## src/rtl/core/fpfa_pkg.sv

```systemverilog
// Shared types and constants for the fixed partition fit allocator.
// Holds the request and response word layouts, operation and policy codes,
// and the register map. No dependencies.
`default_nettype none

package fpfa_pkg;

	// Default sizing of the partition table.
	localparam int PARTS_DEF     = 16;
	localparam int SIZE_BITS_DEF = 16;

	// Fixed widths of the word fields and registers.
	localparam int SLOT_W   = 4;
	localparam int AMOUNT_W = 16;
	localparam int MODE_W   = 2;
	localparam int NPART_W  = 5;
	localparam int APB_AW   = 3;
	localparam int APB_DW   = 32;

	// Reset values of the configuration registers.
	localparam logic [MODE_W-1:0]  FIT_MODE_RST  = 2'd0;
	localparam logic [NPART_W-1:0] NUM_PARTS_RST = 5'd8;

	// Operation codes carried in a request word.
	localparam logic OP_LOAD  = 1'b0;
	localparam logic OP_ALLOC = 1'b1;

	// Placement policies; the unused code behaves as first fit.
	localparam logic [MODE_W-1:0] FIT_FIRST = 2'd0;
	localparam logic [MODE_W-1:0] FIT_BEST  = 2'd1;
	localparam logic [MODE_W-1:0] FIT_WORST = 2'd2;

	// Register indexes, taken from byte address bit 2.
	localparam logic REG_FIT_MODE  = 1'b0;
	localparam logic REG_NUM_PARTS = 1'b1;

	// Request word.
	typedef struct packed {
		logic                op;
		logic [SLOT_W-1:0]   slot;
		logic [AMOUNT_W-1:0] amount;
	} req_t;

	// Response word.
	typedef struct packed {
		logic                granted;
		logic [SLOT_W-1:0]   chosen_partition;
		logic [AMOUNT_W-1:0] left_over;
	} rsp_t;

endpackage

`default_nettype wire

```

## src/rtl/core/fixed_partition_fit_allocator_unit.sv

```systemverilog
// A load word goes from acceptance straight to the completion state and on to the response
// register; an allocate word sweeps n entries, where n is num_partitions limited to PARTS,
// then passes the drain and completion states (a word with n of zero goes as a load does).
// One word at a time, as the table memory has one read port and is swept one entry per cycle.
// Reset: valid bits for every entry are cleared at once, so the whole table reads as zero
// straight after reset; registers return to first fit and 8 partitions. Depends on fpfa_pkg.
`default_nettype none

module fixed_partition_fit_allocator_unit #(
	parameter int PARTS     = fpfa_pkg::PARTS_DEF,
	parameter int SIZE_BITS = fpfa_pkg::SIZE_BITS_DEF
) (
	input  wire                          clk,
	input  wire                          arst_n,
	// Request channel.
	input  wire                          req_valid,
	output logic                         req_stall,
	input  wire fpfa_pkg::req_t          req,
	// Response channel.
	output logic                         rsp_valid,
	input  wire                          rsp_stall,
	output fpfa_pkg::rsp_t               rsp,
	// Configuration port.
	input  wire                          psel,
	input  wire                          penable,
	input  wire                          pwrite,
	input  wire [fpfa_pkg::APB_AW-1:0]   paddr,
	input  wire [fpfa_pkg::APB_DW-1:0]   pwdata,
	output logic [fpfa_pkg::APB_DW-1:0]  prdata,
	output logic                         pready
);

	localparam int PW = (PARTS > 1) ? $clog2(PARTS) : 1;
	localparam int CW = $clog2(PARTS + 1);
	localparam int XW = (CW > fpfa_pkg::NPART_W) ? CW : fpfa_pkg::NPART_W;

	typedef enum logic [3:0] {
		S_IDLE   = 4'b0001,
		S_SCAN   = 4'b0010,
		S_DRAIN  = 4'b0100,
		S_FINISH = 4'b1000
	} state_t;

	state_t                        state_q;
	logic [fpfa_pkg::MODE_W-1:0]   fit_mode_q;
	logic [fpfa_pkg::NPART_W-1:0]  num_parts_q;

	logic                          req_acc;
	logic                          cfg_wr;
	logic [CW-1:0]                 act_cnt;
	logic                          last_rd;
	logic                          fin_go;
	logic                          grant;

	logic [SIZE_BITS-1:0]          amt_q;
	logic [PW-1:0]                 rd_idx_q;
	logic                          rd_vld_s1;
	logic [SIZE_BITS-1:0]          rdata_s1;
	logic                          ent_vld_s1;
	logic [SIZE_BITS-1:0]          ent_val;
	logic                          take;

	logic                          found_q;
	logic [PW-1:0]                 best_idx_q;
	logic [SIZE_BITS-1:0]          best_val_q;

	logic [SIZE_BITS-1:0]          mem [PARTS];
	logic [PARTS-1:0]              vld_q;
	logic                          mem_we;
	logic [PW-1:0]                 mem_wa;
	logic [SIZE_BITS-1:0]          mem_wd;

	logic                          rsp_valid_q;
	fpfa_pkg::rsp_t                rsp_q;

	// Configuration registers: written on the access phase, read back at once.
	assign pready = 1'b1;
	assign cfg_wr = psel && penable && pwrite && pready;

	always_ff @(posedge clk or negedge arst_n) begin
		if (!arst_n) begin
			fit_mode_q  <= fpfa_pkg::FIT_MODE_RST;
			num_parts_q <= fpfa_pkg::NUM_PARTS_RST;
		end else if (cfg_wr) begin
			unique case (paddr[2])
				fpfa_pkg::REG_FIT_MODE:  fit_mode_q  <= pwdata[fpfa_pkg::MODE_W-1:0];
				fpfa_pkg::REG_NUM_PARTS: num_parts_q <= pwdata[fpfa_pkg::NPART_W-1:0];
				default: ;
			endcase
		end
	end

	always_comb begin
		unique case (paddr[2])
			fpfa_pkg::REG_FIT_MODE:  prdata = fpfa_pkg::APB_DW'(fit_mode_q);
			fpfa_pkg::REG_NUM_PARTS: prdata = fpfa_pkg::APB_DW'(num_parts_q);
			default:                 prdata = '0;
		endcase
	end

	// Number of entries swept, with the register limited to the table depth.
	always_comb begin
		if (XW'(num_parts_q) > XW'(PARTS)) begin
			act_cnt = CW'(PARTS);
		end else begin
			act_cnt = CW'(num_parts_q);
		end
	end

	// Handshake and sequencing terms.
	assign req_stall = (state_q != S_IDLE);
	assign req_acc   = req_valid && !req_stall;
	assign last_rd   = (CW'(rd_idx_q) + CW'(1)) == act_cnt;
	assign fin_go    = (state_q == S_FINISH) && (!rsp_valid_q || !rsp_stall);
	assign grant     = found_q && (amt_q <= best_val_q);

	// Sequencer: one word at a time, the sweep issuing one read per cycle.
	always_ff @(posedge clk or negedge arst_n) begin
		if (!arst_n) begin
			state_q <= S_IDLE;
		end else begin
			unique case (state_q)
				S_IDLE: begin
					if (req_acc) begin
						if (req.op == fpfa_pkg::OP_ALLOC && act_cnt != '0) begin
							state_q <= S_SCAN;
						end else begin
							state_q <= S_FINISH;
						end
					end
				end
				S_SCAN: begin
					if (last_rd) begin
						state_q <= S_DRAIN;
					end
				end
				S_DRAIN: begin
					state_q <= S_FINISH;
				end
				S_FINISH: begin
					if (fin_go) begin
						state_q <= S_IDLE;
					end
				end
				default: state_q <= S_IDLE;
			endcase
		end
	end

	// Read address counter and the flag marking read data in flight.
	always_ff @(posedge clk or negedge arst_n) begin
		if (!arst_n) begin
			rd_idx_q  <= '0;
			rd_vld_s1 <= 1'b0;
		end else begin
			rd_vld_s1 <= (state_q == S_SCAN);
			if (req_acc) begin
				rd_idx_q <= '0;
			end else if (state_q == S_SCAN) begin
				rd_idx_q <= rd_idx_q + PW'(1);
			end
		end
	end

	// The requested amount is held for the whole sweep.
	always_ff @(posedge clk) begin
		if (req_acc) begin
			amt_q <= SIZE_BITS'(req.amount);
		end
	end

	// Table writes: a load at acceptance, a granted allocate at completion. The sequencer
	// never overlaps a write with the sweep, so no forwarding is needed.
	always_comb begin
		mem_we = 1'b0;
		mem_wa = best_idx_q;
		mem_wd = best_val_q - amt_q;
		if (req_acc && req.op == fpfa_pkg::OP_LOAD) begin
			mem_we = 32'(req.slot) < 32'(PARTS);
			mem_wa = PW'(req.slot);
			mem_wd = SIZE_BITS'(req.amount);
		end else if (fin_go && grant) begin
			mem_we = 1'b1;
		end
	end

	// Free size memory with a registered read port.
	always_ff @(posedge clk) begin
		if (mem_we) begin
			mem[mem_wa] <= mem_wd;
		end
		rdata_s1   <= mem[rd_idx_q];
		ent_vld_s1 <= vld_q[rd_idx_q];
	end

	// Per-entry valid bits; an entry never written reads as zero.
	always_ff @(posedge clk or negedge arst_n) begin
		if (!arst_n) begin
			vld_q <= '0;
		end else if (mem_we) begin
			vld_q[mem_wa] <= 1'b1;
		end
	end

	// Policy compare on each entry as it returns from the memory.
	assign ent_val = ent_vld_s1 ? rdata_s1 : '0;

	always_comb begin
		case (fit_mode_q)
			fpfa_pkg::FIT_BEST:  take = (amt_q <= ent_val) && (!found_q || ent_val < best_val_q);
			fpfa_pkg::FIT_WORST: take = !found_q || ent_val > best_val_q;
			default:             take = (amt_q <= ent_val) && !found_q;
		endcase
	end

	always_ff @(posedge clk or negedge arst_n) begin
		if (!arst_n) begin
			found_q <= 1'b0;
		end else if (req_acc) begin
			found_q <= 1'b0;
		end else if (rd_vld_s1 && take) begin
			found_q <= 1'b1;
		end
	end

	// The entry on the read data lags the read counter by one entry, so its index is
	// rebuilt from rd_idx_q.
	always_ff @(posedge clk) begin
		if (rd_vld_s1 && take) begin
			best_idx_q <= rd_idx_q - PW'(1);
			best_val_q <= ent_val;
		end
	end

	// Output register; a refused request gives an all-zero response word.
	always_ff @(posedge clk or negedge arst_n) begin
		if (!arst_n) begin
			rsp_valid_q <= 1'b0;
		end else if (fin_go) begin
			rsp_valid_q <= 1'b1;
		end else if (!rsp_stall) begin
			rsp_valid_q <= 1'b0;
		end
	end

	always_ff @(posedge clk) begin
		if (fin_go) begin
			rsp_q.granted          <= grant;
			rsp_q.chosen_partition <= grant ? fpfa_pkg::SLOT_W'(best_idx_q) : '0;
			rsp_q.left_over        <= grant ? fpfa_pkg::AMOUNT_W'(best_val_q - amt_q) : '0;
		end
	end

	assign rsp_valid = rsp_valid_q;
	assign rsp       = rsp_q;

	// The sweep never reads past the active entries.
	a_scan_in_range: assert property (@(posedge clk) disable iff (!arst_n)
		state_q == S_SCAN |-> CW'(rd_idx_q) < act_cnt)
		else $error("sweep address beyond active partitions");

	// A response is raised only on leaving the completion state.
	a_rsp_from_finish: assert property (@(posedge clk) disable iff (!arst_n)
		$rose(rsp_valid_q) |-> $past(state_q) == S_FINISH)
		else $error("response raised outside completion");

	// A refused request reports no partition and no size.
	a_refused_zero: assert property (@(posedge clk) disable iff (!arst_n)
		rsp_valid_q && !rsp_q.granted |-> rsp_q.chosen_partition == '0 && rsp_q.left_over == '0)
		else $error("refused response carries a partition or size");

	// A grant in flight always has a fitting candidate.
	a_grant_fits: assert property (@(posedge clk) disable iff (!arst_n)
		fin_go && grant |-> found_q && best_val_q >= amt_q)
		else $error("grant without a fitting partition");

endmodule

`default_nettype wire
```

## config.mk

```make
export PLATFORM = sky130hd
export DESIGN_NAME = fixed_partition_fit_allocator_unit
export DESIGN_NICKNAME = d
export VERILOG_FILES = /design/src/rtl/core/fpfa_pkg.sv /design/src/rtl/core/fixed_partition_fit_allocator_unit.sv
export SDC_FILE = /design/constraint.sdc
export NUM_CORES = 1
export LEC_CHECK = 0
export BUFFER_PORTS_ARGS = -buffer_cell sky130_fd_sc_hd__buf_2
export CORE_ASPECT_RATIO = 2
export CORE_MARGIN = 2
export CORE_UTILIZATION = 55
export CTS_CLUSTER_SIZE = 28
export DETAILED_ROUTE_END_ITERATION = 6
export GPL_ROUTABILITY_DRIVEN = 0
export GPL_TIMING_DRIVEN = 0
export PLACE_DENSITY = 0.76
export SLEW_MARGIN = 20
export SYNTH_ARGS = -nofsm -noshare
export SYNTH_HDL_FRONTEND = slang
export SYNTH_SLANG_ARGS = --single-unit
```

## constraint.sdc

```tcl
create_clock -name clk -period 4.74 [get_ports clk]
set_clock_uncertainty 0.2 [all_clocks]
set_input_delay 0 -clock clk [delete_from_list [all_inputs] [get_ports clk]]
set_output_delay 0 -clock clk [all_outputs]
set_load 0.05 [all_outputs]
```

Yosys cells after proc, flatten, opt, wreduce, memory -nomap -nowiden
Memory sizes are Yosys's and may differ from the RTL's. A register that Yosys moved wholly into a read port is not among the register bits.
Index checks and enable logic that the tools add are counted.
{"block": "totals", "n_memories": 1, "output_inout_bits": 56, "elab_cells": 93, "reg_bits": 92, "ramBits": 256, "inputBits": 63}
{"block": "op_classes", "addsub": 4, "n_reduce_logical": 25, "bitwise_logic": 3, "magnitude_cmp": 8, "mux": 25, "eq_ne": 12}
{"memory": "mem", "words": 16, "word_bits": 16, "rd": 1, "rd_clocked_by_memory_dff": 1, "wr": 1, "line": "fixed_partition_fit_allocator_unit.sv:67", "rtl": "logic [SIZE_BITS-1:0] mem [PARTS];"}
{"op": "$pmux W32 S2", "n": 1}
{"op": "$le A16 B16 Y1", "n": 2}
{"op": "$mux W16", "n": 2}
{"op": "$mux W4", "n": 7}
{"op": "$gt A16 B16 Y1", "n": 1}
{"op": "$lt A16 B16 Y1", "n": 1}
{"op": "$or A16 B16 Y16", "n": 1}
{"op": "$pmux W4 S4", "n": 1}
{"op": "$sub A16 B16 Y16", "n": 1}
{"op": "$logic_and A1 B1 Y1", "n": 12}
{"op": "$lt A4 B5 Y1 const B", "n": 2}
{"op": "$mux W1", "n": 10}
{"op": "$ne A2 B2 Y1 const B", "n": 3}
{"op": "$add A4 B1 Y5 const B", "n": 1}
{"op": "$eq A5 B5 Y1", "n": 1}
{"op": "$gt A5 B5 Y1 const B", "n": 1}
{"op": "$mux W5", "n": 1}
{"op": "$reduce_bool A5 Y1", "n": 1}
{"op": "$add A4 B1 Y4 const B", "n": 1}
{"op": "$bmux W1 S4", "n": 1}
{"op": "$demux W1 S4", "n": 1}
{"op": "$eq A4 B1 Y1 const B", "n": 1}
{"op": "$eq A4 B2 Y1 const B", "n": 1}
{"op": "$eq A4 B3 Y1 const B", "n": 1}
{"op": "other kinds (14)", "n": 22}

Logic depth before layout (Yosys ltp)
{"block": "logic_depth", "depth_word": 10, "depth_mapped": 11, "depth_no_buf": 9}

Least setup slack after synthesis
Ideal clock, no wire load.
{"block": "synth_timing", "kind": "reg2reg", "start": "register ent_vld_s1", "end": "register best_idx_q[0], enable pin", "arrival_ps": 3304, "t_required_ps": 4131, "synth_period_minus_slack_ps": 3913, "path_stages_with_launch": 12, "slack_ps": 827, "setup_time_ps": 409, "path_buffers": 2, "cell_sequence": "dfxtp_1 > clkbuf_1 > clkbuf_1 > nand2_1 > inv_1 > ha_1 > a21oi_1 > o211a_1 > o211ai_1 > a211o_1 > or3b_1 > a31oi_1"}
{"block": "synth_via", "elab_chain_cells": 6, "word_cells_on_any_way": 10, "cone_classes": "order compare (3); mux (2); reduce/logical (5)"}
{"element": "from (decl)", "line": "fixed_partition_fit_allocator_unit.sv:59", "rtl": "logic ent_vld_s1;"}
{"element": "from (signal assigned)", "line": "fixed_partition_fit_allocator_unit.sv:193", "rtl": "ent_vld_s1 <= vld_q[rd_idx_q];"}
{"element": "$mux W16 (*)", "line": "fixed_partition_fit_allocator_unit.sv:206", "rtl": "assign ent_val = ent_vld_s1 ? rdata_s1 : '0;"}
{"element": "named net ent_val[3]", "line": "fixed_partition_fit_allocator_unit.sv:60", "rtl": "logic [SIZE_BITS-1:0] ent_val;"}
{"element": "$lt A16 B16 Y1", "line": "fixed_partition_fit_allocator_unit.sv:210", "rtl": "fpfa_pkg::FIT_BEST: take = (amt_q <= ent_val) && (!found_q || ent_val < best_val_q);"}
{"element": "$logic_or A1 B1 Y1", "line": "fixed_partition_fit_allocator_unit.sv:210"}
{"element": "$logic_and A1 B1 Y1", "line": "fixed_partition_fit_allocator_unit.sv:210"}
{"element": "$pmux W1 S2 (*)", "line": "fixed_partition_fit_allocator_unit.sv:209", "rtl": "case (fit_mode_q)"}
{"element": "$logic_and A1 B1 Y1 (*)", "line": "fixed_partition_fit_allocator_unit.sv:229", "rtl": "if (rd_vld_s1 && take) begin"}
{"element": "to (signal assigned)", "line": "fixed_partition_fit_allocator_unit.sv:230", "rtl": "best_idx_q <= rd_idx_q - PW'(1);"}
{"element": "to (decl)", "line": "fixed_partition_fit_allocator_unit.sv:64", "rtl": "logic [PW-1:0] best_idx_q;"}
Mark *: on every way through the listed nets, which the timed path passes. The rest lies on a longest branch.
A chain may end at the register's enable or synchronous reset.

Worst setup path after layout
{"block": "layout_timing", "start": "register state_q[2]", "end": "register vld_q[6]"}
{"block": "layout_via", "elab_chain_cells": 10, "word_cells_on_any_way": 16, "cone_classes": "order compare (2); eq/ne (2); mux (5); bitwise (1); reduce/logical (6)"}
{"element": "from (decl)", "line": "fixed_partition_fit_allocator_unit.sv:44", "rtl": "state_t state_q;"}
{"element": "from (signal assigned)", "line": "fixed_partition_fit_allocator_unit.sv:120", "rtl": "state_q <= S_IDLE;"}
{"element": "from (signal assigned)", "line": "fixed_partition_fit_allocator_unit.sv:126", "rtl": "state_q <= S_SCAN;"}
{"element": "from (signal assigned)", "line": "fixed_partition_fit_allocator_unit.sv:128", "rtl": "state_q <= S_FINISH;"}
{"element": "$ne A4 B1 Y1 (*)", "line": "fixed_partition_fit_allocator_unit.sv:111", "rtl": "assign req_stall = (state_q != S_IDLE);"}
{"element": "$logic_not A1 Y1 (*)", "line": "fixed_partition_fit_allocator_unit.sv:112", "rtl": "assign req_acc = req_valid && !req_stall;"}
{"element": "$logic_and A1 B1 Y1 (*)", "line": "fixed_partition_fit_allocator_unit.sv:112"}
{"element": "named net req_acc", "line": "fixed_partition_fit_allocator_unit.sv:48", "rtl": "logic req_acc;"}
{"element": "$logic_and A1 B1 Y1 (*)", "line": "fixed_partition_fit_allocator_unit.sv:178", "rtl": "if (req_acc && req.op == fpfa_pkg::OP_LOAD) begin"}
{"element": "$mux W4", "line": "fixed_partition_fit_allocator_unit.sv:178"}
{"element": "$lt A4 B5 Y1 (implied by the code) or $ge A4 B1 Y1 (tied branches)", "line": "fixed_partition_fit_allocator_unit.sv:201", "rtl": "vld_q[mem_wa] <= 1'b1;"}
{"element": "$logic_and A1 B1 Y1 (implied by the code)", "line": "fixed_partition_fit_allocator_unit.sv:201"}
{"element": "$mux W1 (implied by the code)", "line": "fixed_partition_fit_allocator_unit.sv:201"}
{"element": "$demux W1 S4", "line": "fixed_partition_fit_allocator_unit.sv:201"}
{"element": "$or A16 B16 Y16 (no line)"}
{"element": "to (signal assigned)", "line": "fixed_partition_fit_allocator_unit.sv:199", "rtl": "vld_q <= '0;"}
{"element": "to (signal, indexed assignment)", "line": "fixed_partition_fit_allocator_unit.sv:201"}
{"element": "to (decl)", "line": "fixed_partition_fit_allocator_unit.sv:68", "rtl": "logic [PARTS-1:0] vld_q;"}
Marks and branches as above.

==> flow_summary_export.csv <==
group,metric,value,unit
status,status,"finished clean",
clock_tree,root_buffer,"clkbuf_16",
synthesis,yosys_warnings,0,
synthesis,synth_cell_types,72,
clock_tree,cts_max_level,1,
floorplan,die_h,245,um
route,drt-pass1-iter-count,5,
place,place_ws,0.760,ns
synthesis,synth_area_leader_cell,"edfxtp_1",
synthesis,synthFlopType,"edfxtp_1",
sta,maxSlewHeadroom,26.5,%
min_path,whs_path_depth,3,
sta,period_minus_slack,4.39,ns
floorplan,core_area,0.0286,mm^2
clock_tree,cts_buffers,30,
route,drc,0,
floorplan,io_pins,119,
power,ir_worst_vdd,549,uV
flow_run,maxCapViolations,0,
power,p_leak,6.75,nW
synthesis,synthArstFlopShare,9.34,%
floorplan,dieArea,0.0304,mm^2
synthesis,netlist.area_leader.share,59.1,%
power,p_per_area,513,mW/mm^2
clock_tree,clockBufferDepth,3,
finish,synthToLayoutAreaGrowth,18.9,%
finish,drive_gt1_share,26.1,%
global_route,gr-total-overflow,0,
critical_path,worstSetupPathType,"register to register",
route,drt_iter0_drc,1223,
power,finalPower,9.71,mW
route,wl,41000,um
route,vias_per_cell,6.31,
finish,layout_common_cells,"313 x edfxtp_1, 85 x mux4_2, 75 x buf_2",
critical_path,start_kind,"register",
route,wl_per_cell,26.2,um
sta,finalSetupTns,0,ns
synthesis,seq_area_frac_synth,66.6,%
synthesis,synth_area_leaders,"edfxtp_1 59%, mux4_2 12%, dfrtp_1 5.0%",
floorplan,dieWidth,124,um
global_route,antenna_found_initial,0,
critical_path,worstSetupEndpointType,"register",
sta,slew_violations,0,
floorplan,start_util,55.6,%
clock_tree,clk_pin_slew,0.07,ns
critical_path,crit_arrival,4.70,ns
critical_path,rr_worst_depth,12,
critical_path,required,5.06,ns
sta,layout_setup_ws,0.354,ns
clock_tree,clock_latency,0.59,ns
place,portBuffers,61,
sta,setup_viol_count_final,0,
global_route,grt_pass1_wl,61700,um
finish,antenna_cells,0,
clock_tree,clock_sinks,364,
synthesis,syn_avg_cell_area,16.1,um^2
finish,final_common_cell,"edfxtp_1",
global_route,grt_start_max_net_pins,33,
finish,nNetsFinal,1294,
sta,min_period_over_period,92.5,%
synthesis,synthCells,991,
sta,fmax,228,MHz
sta,hold_viol,0,
floorplan,num_rows,88,
synthesis,synth_seq_cells,364,
finish,utilization,66.0,%
global_route,track_usage,27.1,%
min_path,min_path_type,"input pin to register",
sta,tightest_slew,1.10,ns
global_route,grt_pass1_vias,10100,
synthesis,syn_area,0.0159,mm^2
clock_tree,cts_tree,"yes",
critical_path,critPathMaxFanout,23,
synthesis,synth_edf_count,313,
route,drtAntennaViolNets,0,
clock_tree,postCtsSetupBuffers,0,
finish,fillerInstances,1926,
sta,rsz0062_at_grt,"no",
place,dp_hpwl,26100,um
route,dr_total_vias,9882,
[layout make-up]
| class | count | area, um^2 | area share, % |
|---|---|---|---|
| Inverter | 62 | 233 | 1.23 |
| Timing Repair Buffer | 133 | 1070 | 5.64 |
| Clock buffer | 33 | 782 | 4.14 |
| Buffer | 60 | 354 | 1.87 |
| Multi-Input combinational cell | 531 | 5060 | 26.8 |
| Tap cell | 360 | 450 | 2.38 |
| Clock inverter | 23 | 365 | 1.93 |
| Sequential cell | 364 | 10600 | 56.0 |
[Yosys cell counts, types with 5 or more instances]
| cell type | count |
|---|---|
| inv_1 | 60 |
| nand2b_1 | 12 |
| o21ai_0 | 27 |
| nor2_1 | 47 |
| o211ai_1 | 5 |
| mux4_2 | 85 |
| edfxtp_1 | 313 |
| xor2_1 | 10 |
| and3_1 | 5 |
| nor3_1 | 7 |
| ha_1 | 48 |
| clkbuf_1 | 13 |
| buf_4 | 29 |
| nand4_1 | 10 |
| nand3_1 | 12 |
| xnor2_1 | 11 |
| a21oi_1 | 63 |
| buf_2 | 14 |
| mux2_2 | 11 |
| a31oi_1 | 5 |
| dfrtp_1 | 32 |
| nand2_1 | 55 |
| o21ai_1 | 19 |
| dfxtp_1 | 17 |
[layer usage]
| metal | track usage, % | routed length, um | vias up |
|---|---|---|---|
| met2 | 48.1 | 21600 | 638 |
| met4 | 12.0 | 2020 | 0 |
| li1 | - | - | 4150 |
| met3 | 3.48 | 3250 | 125 |
| met5 | 0 | 0 | - |
| met1 | 33.3 | 14100 | 4969 |
[worst max-delay path, cell delays in order (launching register included)]
cell           delay, ns
dfrtp_1             0.37
buf_2               0.16
nor4b_2             0.35
nand2_1             0.13
inv_2               0.43
nand2b_1            0.09
buf_2               0.21
nor3b_1             0.30
dlygate4sd3_1       0.71
a21oi_1             0.11
dlygate4sd3_1       0.57
o21ai_1             0.09
dlygate4sd3_1       0.58
[state kept, by name, summed over array words and instances, names as in the netlist]
| name | count |
|---|---|
| mem | 256 |
| rdata_s1 | 16 |
| num_parts_q | 5 |
| found_q | 1 |
| rd_vld_s1 | 1 |
| rsp_valid | 1 |
| best_val_q | 16 |
| best_idx_q | 4 |
| ent_vld_s1 | 1 |
| rd_idx_q | 4 |
| fit_mode_q | 2 |
| vld_q | 16 |
| rsp | 21 |
| state_q | 4 |
| amt_q | 16 |
[stage by stage]
stage	hold WS [ns]	area [um^2]	std cells
2_1_floorplan	-0.496	16000	1017
3_3_place_gp	-0.0908	16800	1438
3_5_place_dp	-0.0788	17100	1448
4_1_cts	0.0120	18900	1566
5_1_grt	0.0524	18900	1566
6_report	0.0240	18900	1566
[cell families after synthesis]
kind of cell             Yosys count  share of synthesized area (%)
AND/OR/NAND/NOR                  178                           5.62
XOR/XNOR                          21                           1.16
other                              2                         0.0472
adder cells (fa/ha/maj)           49                           3.90
buffers and inverters            122                           3.67
flip-flops                       364                           66.6
AO/OA/AOI/OAI                    156                           6.02
multiplexers                      99                           13.0
[power by group]
group / switching (mW) / internal (mW) / leakage (nW)
registers: 0.172 / 4.19 / 3.41
clock network: 1.19 / 1.65 / 0.542
logic: 1.66 / 0.851 / 2.81
total: 3.02 / 6.68 / 6.75
[repair_timing]
action,CTS,global route
endpoints found under the hold margin,270,0
hold buffers,62,0
setup endpoints to repair,0,0
resized for setup,0,0
[worst paths after layout]
kind	start	to	slack [ns]
worst max-delay path	state_q[2]	vld_q[6]	0.35
worst min-delay path	pwdata[1]	fit_mode_q[1]	0.02
worst max register to register	state_q[2]	vld_q[6]	0.35
worst min register to register	vld_q[10]	vld_q[10]	0.29
max in group asynchronous	arst_n	rd_idx_q[1]	3.84
min in group asynchronous	arst_n	state_q[0]	0.29
Power figures use the tool's default switching activity.
